## config.mk

```make
export PLATFORM = sky130hd
export DESIGN_NAME = strict_decimal_int_parser
export DESIGN_NICKNAME = d
export VERILOG_FILES = /design/src/sv/sdip_pkg.sv /design/src/sv/sdip_step.sv /design/src/sv/strict_decimal_int_parser.sv
export SDC_FILE = /design/constraint.sdc
export NUM_CORES = 1
export LEC_CHECK = 0
export ABC_AREA = 0
export BUFFER_PORTS_ARGS = -buffer_cell sky130_fd_sc_hd__buf_4
export CORE_UTILIZATION = 26
export DETAILED_ROUTE_END_ITERATION = 6
export RECOVER_POWER = 100
export SYNTH_ARGS = -nofsm -noshare
export SYNTH_HDL_FRONTEND = slang
export SYNTH_SLANG_ARGS = --single-unit
```

## constraint.sdc

```tcl
create_clock -name clk -period 5.4 [get_ports clk]
set_input_delay 0.27 -clock clk [delete_from_list [all_inputs] [get_ports clk]]
set_output_delay 0.27 -clock clk [all_outputs]
set_load 0.01 [all_outputs]
```

## src/sv/sdip_pkg.sv

```systemverilog
// Types and constants shared by the strict decimal integer parser.
package sdip_pkg;

	// Parse phase, one-hot
	typedef enum logic [4:0] {
		PH_LEAD  = 5'b00001,
		PH_SIGN  = 5'b00010,
		PH_DIGIT = 5'b00100,
		PH_TRAIL = 5'b01000,
		PH_ERR   = 5'b10000
	} phase_t;

	typedef struct packed {
		phase_t      phase;
		logic        negative;
		logic [31:0] magnitude;
	} parse_state_t;

	localparam logic [7:0] CH_END   = 8'h00;
	localparam logic [7:0] CH_SPACE = 8'h20;
	localparam logic [7:0] CH_TAB   = 8'h09;
	localparam logic [7:0] CH_CR    = 8'h0d;
	localparam logic [7:0] CH_ZERO  = 8'h30;
	localparam logic [7:0] CH_NINE  = 8'h39;
	localparam logic [7:0] CH_MINUS = 8'h2d;
	localparam logic [7:0] CH_PLUS  = 8'h2b;

	localparam logic [35:0] POS_LIMIT = 36'd2147483647;
	localparam logic [35:0] NEG_LIMIT = 36'd2147483648;

	localparam parse_state_t STATE_RESET = '{phase: PH_LEAD, negative: 1'b0,
		magnitude: 32'd0};

endpackage

```

## src/sv/sdip_step.sv

```systemverilog
// Next-state and result logic for one character of the parser.
module sdip_step (
	input  sdip_pkg::parse_state_t st,
	input  logic [7:0]             ch,
	output sdip_pkg::parse_state_t nxt,
	output logic signed [31:0]     res_value,
	output logic                   res_error
);
	import sdip_pkg::*;

	logic        is_space;
	logic        is_digit;
	logic [35:0] acc;
	logic [35:0] limit;
	logic        ovf;
	logic        ok;
	parse_state_t dig_st;

	// Character classes
	assign is_space = (ch == CH_SPACE) || (ch >= CH_TAB && ch <= CH_CR);
	assign is_digit = (ch >= CH_ZERO) && (ch <= CH_NINE);

	// magnitude * 10 + digit, checked against the sign's limit
	assign acc = {1'b0, st.magnitude, 3'b000} + {3'b000, st.magnitude, 1'b0}
		+ {32'd0, ch[3:0]};
	assign limit = st.negative ? NEG_LIMIT : POS_LIMIT;
	assign ovf = acc > limit;

	always_comb begin
		dig_st = st;
		if (ovf) begin
			dig_st.phase = PH_ERR;
		end else begin
			dig_st.phase = PH_DIGIT;
			dig_st.magnitude = acc[31:0];
		end
	end

	// Phase transitions; end byte returns to reset
	always_comb begin
		nxt = st;
		if (ch == CH_END) begin
			nxt = STATE_RESET;
		end else begin
			unique case (st.phase)
				PH_LEAD: begin
					if (is_space) begin
						nxt = st;
					end else if (ch == CH_MINUS) begin
						nxt.negative = 1'b1;
						nxt.phase = PH_SIGN;
					end else if (ch == CH_PLUS) begin
						nxt.phase = PH_SIGN;
					end else if (is_digit) begin
						nxt = dig_st;
					end else begin
						nxt.phase = PH_ERR;
					end
				end
				PH_SIGN: begin
					if (is_digit) nxt = dig_st;
					else nxt.phase = PH_ERR;
				end
				PH_DIGIT: begin
					if (is_digit) nxt = dig_st;
					else if (is_space) nxt.phase = PH_TRAIL;
					else nxt.phase = PH_ERR;
				end
				PH_TRAIL: begin
					if (!is_space) nxt.phase = PH_ERR;
				end
				default: begin
					nxt.phase = PH_ERR;
				end
			endcase
		end
	end

	// Result for the end byte
	assign ok = (st.phase == PH_DIGIT) || (st.phase == PH_TRAIL);
	assign res_error = !ok;
	assign res_value = !ok ? 32'sd0 :
		st.negative ? $signed(32'd0 - st.magnitude) : $signed(st.magnitude);

endmodule

```

## src/sv/strict_decimal_int_parser.sv

```systemverilog
// Strict signed 32-bit decimal parser, one character beat per cycle.
// An end byte goes from the input register into the registered result.
// Throughput: one character per cycle; set by the input register and the
// single multiply-by-ten accumulate between it and the parse state.
// Input only stalls while an end byte waits on a full, unread result register.
// Reset (arst_n low) clears the parse state and all valid flags at once.
module strict_decimal_int_parser (
	input  logic               clk,
	input  logic               arst_n,
	input  logic               in_valid,
	output logic               in_ready,
	input  logic [7:0]         ch,
	output logic               out_valid,
	input  logic               out_ready,
	output logic signed [31:0] value,
	output logic               error
);
	import sdip_pkg::*;

	logic               valid_s1;
	logic [7:0]         ch_s1;
	parse_state_t       st_q;
	parse_state_t       st_nxt;
	logic signed [31:0] res_value;
	logic               res_error;
	logic               is_end;
	logic               process;
	logic               out_valid_q;
	logic signed [31:0] value_q;
	logic               error_q;

	// Stage 1 item is consumed unless it is an end byte facing a blocked output
	assign is_end   = (ch_s1 == CH_END);
	assign process  = valid_s1 && !(is_end && out_valid_q && !out_ready);
	assign in_ready = !valid_s1 || process;

	// Input register
	always_ff @(posedge clk or negedge arst_n) begin
		if (!arst_n) begin
			valid_s1 <= 1'b0;
		end else if (in_ready) begin
			valid_s1 <= in_valid;
		end
	end

	always_ff @(posedge clk) begin
		if (in_ready && in_valid) ch_s1 <= ch;
	end

	sdip_step u_step (
		.st        (st_q),
		.ch        (ch_s1),
		.nxt       (st_nxt),
		.res_value (res_value),
		.res_error (res_error)
	);

	// Parse state
	always_ff @(posedge clk or negedge arst_n) begin
		if (!arst_n) begin
			st_q <= STATE_RESET;
		end else if (process) begin
			st_q <= st_nxt;
		end
	end

	// Result register
	always_ff @(posedge clk or negedge arst_n) begin
		if (!arst_n) begin
			out_valid_q <= 1'b0;
		end else if (process && is_end) begin
			out_valid_q <= 1'b1;
		end else if (out_ready) begin
			out_valid_q <= 1'b0;
		end
	end

	always_ff @(posedge clk) begin
		if (process && is_end) begin
			value_q <= res_value;
			error_q <= res_error;
		end
	end

	assign out_valid = out_valid_q;
	assign value     = value_q;
	assign error     = error_q;

	// Checks
	a_err_zero: assert property (@(posedge clk) disable iff (!arst_n)
		out_valid_q && error_q |-> value_q == 32'sd0)
		else $error("error result with nonzero value");

	a_stall_end: assert property (@(posedge clk) disable iff (!arst_n)
		!in_ready |-> valid_s1 && is_end && out_valid_q)
		else $error("input stalled without a blocked end byte");

	a_end_clears: assert property (@(posedge clk) disable iff (!arst_n)
		process && is_end |=> st_q.phase == PH_LEAD && st_q.magnitude == 32'd0
			&& !st_q.negative)
		else $error("parse state not cleared after end byte");

	a_result_loaded: assert property (@(posedge clk) disable iff (!arst_n)
		process && is_end |=> out_valid_q)
		else $error("end byte gave no result");

endmodule
```

==> results.yml <==
route:
  firstDrtPassIters: 5
  ant_nets: 0
  routed_wl_um: 18100
  viasPerCell: 4.83
  num_vias: 5917
  remaining_drc_errors: 0
  drt-initial-drc-count: 309
  wl_per_cell_um: 14.8
synth:
  async_flop_share_pct: 49.4
  synth_top_area_share_pct: 17.9
  yosysTopAreaCell: "edfxtp_1"
  ys_ff_latch: 81
  syn_inst: 717
  synth_mux_area_share_pct: 6.57
  syn_nets: 827
  synth_edf_count: 41
  ys_dominant_reg_cell: "edfxtp_1"
  synthDistinctLibCells: 56
  synth-simple-area-share_pct: 17.3
  synth_area_leaders: "edfxtp_1 18%, ha_1 17%, dfrtp_1 14%"
  syn_area_um2: 6890
  seq_area_frac_synth_pct: 32.4
  synth_fa_ha_area_share_pct: 18.0
  synth_area_per_cell_um2: 9.61
  synth_top_family_by_area: "adder cells"
  yosys.area_share.xor_xnor_pct: 7.88
  synth_compound_area_share_pct: 15.4
  synth_warnings: 0
place:
  place_hpwl_um: 13800
  routabilityCongestion: 0.896
  port_buffers: 46
  place_area_um2: 8550
run:
  cap_viol_max_count: 4
die:
  core_area_um2: 26100
  start_util_pct: 26.4
  pin_count: 47
  fp.dieH_um: 165
  die_area_um2: 27200
  die_w_um: 165
  rows: 59
pwr:
  pwr_density_cell_nw_per_um2: 178
  total_power_mw: 1.57
  irDropWorstVdd_mv: 0.173
  p_leak_nw: 4.18
status:
  status: "finished, violations left"
  violations: "max-capacitance violations, max-slew violations, negative setup slack"
worst_setup_path:
  cp-start-kind: "register"
  slowest_delay_ns: 0.55
  required_ns: 5.63
  crit_slowest_cell: "or4b_4"
  crit_top_cell: "ha_1"
  r2r_slack_ns: -0.44
  path_max_fanout: 20
  end_kind: "register"
  crit_path_cell_trace: "ha_1 -> ha_2 -> fa_2 -> a21o_1 -> a221oi_2 -> nor2b_1 -> a2111o_1 -> a41o_1 -> a2111oi_2 -> nor3_1 -> xor2_1 -> ha_1 -> nand4_1 -> nor2_1 -> a221o_1 -> o2bb2ai_2 -> o41ai_1 -> nor4b_1 -> o211ai_1 -> or4b_4 -> buf_12 -> mux2_4"
  crit_arrival_ns: 6.07
  path_class: "reg -> reg"
global_routing:
  grt_max_degree: 41
  antenna_found_initial: 0
  grt-ovfl-total: 0
  grt_pass1_wl_um: 29600
  grt_pass1_vias: 5800
  grt.total_usage_pct: 14.0
clock_tree:
  cts_tree: "done"
  numCtsBuffers: 9
  h-tree-depth: 3
  cts.sinks: 81
  clkLatencyLatePin_ns: 0.35
  cts_buffer_depth: 2
  cts_root_buf: "clkbuf_16"
  clk_pin_slew_ns: 0.06
sta:
  finalSetupViolCount: 32
  layout_min_cycle_time_ns: 5.84
  final-hold-violation-count: 0
  setup_ws_ns: -0.444
  worst_slew_pin_slew_ns: 2.54
  fin_crit_sh_pct: 108
  slew_headroom_pct: -69.1
  slew_violations: 147
  timing.fmax_mhz: 171
  rsz0062_at_grt: "true"
  fin_skew_ns: 0.00985
layout:
  nNetsFinal: 996
  antenna-diode-count: 0
  final_area_um2: 8860
  drive_gt1_share_pct: 22.6
  area_delta_synth_final_pct: 28.6
hold_path:
  min_path_type: "in -> reg"
[state kept, by name, summed over array words and instances, names as in the netlist]
name and flops:
st_q 38, value 32, ch_s1 8, error 1, out_valid 1, valid_s1 1
[critical path, delay by kind of cell (launching register included)]
family | cells | cell delay (ns)
and+or+nand+nor | 6 | 1.21
adders and majority gates | 4 | 1.20
xor gates and xnor gates | 1 | 0.17
AOI/OAI and AO/OA | 9 | 2.22
buffers and inverters | 1 | 0.20
DFF | 1 | 0.40
muxes | 1 | 0.31
[per-stage QoR]
step / util [%] / hold WS, ns / cells / setup WS [ns] / TNS, ns
after floorplan: - / -0.0256 / 717 / -0.291 / -8.10
after global placement: 32.8 / 0.316 / 1205 / -0.663 / -19.73
after detailed placement: 32.8 / 0.324 / 1205 / -0.745 / -22.30
after CTS: 34.3 / 0.0796 / 1224 / -0.486 / -14.01
after global routing: 34.0 / 0.0994 / 1226 / -0.672 / -19.89
final: 34.0 / 0.114 / 1226 / -0.444 / -12.55
[kinds of logic after synthesis]
group	Yosys count
buffers and inverters	38
muxes	32
adders and majority gates	98
AOI/OAI and AO/OA	168
and+or+nand+nor	238
DFF	81
xor gates and xnor gates	62
[timing repair]
action,CTS,global route
cloned,0,0
resized for setup,6,12
buffers inserted,2,2
pin swaps,5,5
hold endpoints to repair,39,0
hold buffers,1,0
setup endpoints to repair,34,34
[area by class of cell]
| cell class | count | area (µm²) |
|---|---|---|
| Inverter | 16 | 60.1 |
| Fill cell | 2722 | 17200 |
| Clock buffer | 10 | 239 |
| Timing Repair Buffer | 180 | 1220 |
| Clock inverter | 6 | 114 |
| Multi-Input combinational cell | 598 | 4570 |
| Tap cell | 335 | 419 |
| Sequential cell | 81 | 2230 |
[final timing paths]
kind                       cells past startpoint   endpoint     start
max                                           22   st_q[16]  ch_s1[2]
min                                            1   ch_s1[6]     ch[6]
max reg2reg                                   22   st_q[16]  ch_s1[2]
min reg2reg                                    2   st_q[33]  st_q[33]
max in group asynchronous                      2   st_q[32]    arst_n
min in group asynchronous                      2  out_valid    arst_n
[placed cells by master (no fill, tap or decap), types with 4 or more instances in the layout]
cell type  instances
buf_4            127
ha_1              95
nor2_1            63
a21oi_1           53
nand2_1           53
clkbuf_1          42
o21ai_0           41
edfxtp_1          41
xor2_1            39
dfrtp_1           38
and2_1            27
mux2_4            26
xnor2_1           22
inv_1             16
nand3_1           15
a21o_1            13
nor3_1            12
o31ai_1           11
nand2b_1          11
nand4_1            9
clkbuf_16          9
or4_1              8
clkbuf_4           8
or3_1              7
and3_1             6
nor2b_1            6
o211ai_1           6
o41ai_1            6
a211oi_1           5
a31oi_1            4
nor4_1             4
o21a_1             4
mux2i_1            4
[synth_stat cells (all sizes together), types with 2 or more instances]
library cell   n
a2111oi        3
a211oi         6
a21o          13
a21oi         54
a221o          3
a31oi          5
and2          28
and3           6
buf            4
clkbuf        18
dfrtp         39
edfxtp        41
fa             2
ha            96
inv           16
mux2          28
mux2i          4
nand2         53
nand2b        11
nand3         15
nand3b         2
nand4          9
nor2          63
nor2b          6
nor3          13
nor3b          3
nor4           7
nor4b          2
o211ai         6
o21a           4
o21ai         43
o21bai         3
o2bb2ai        2
o31ai         11
o41ai          6
or2            3
or3            7
or4            8
xnor2         22
xor2          40
[routing by layer]
layer,global-route usage (%),vias up,wire length (µm)
li1,-,2993,-
met1,19.3,2811,9100
met2,22.4,97,8150
met3,2.41,16,634
met4,3.71,0,233
met5,0,-,0
[power breakdown]
group	leakage, nW	internal, mW	switching [mW]	total [mW]
Sequential	0.861	0.654	0.0144	0.669
Combinational	3.16	0.0705	0.0982	0.169
Clock	0.165	0.466	0.270	0.736
Total	4.18	1.19	0.383	1.57
Power figures use the tool's default switching activity.
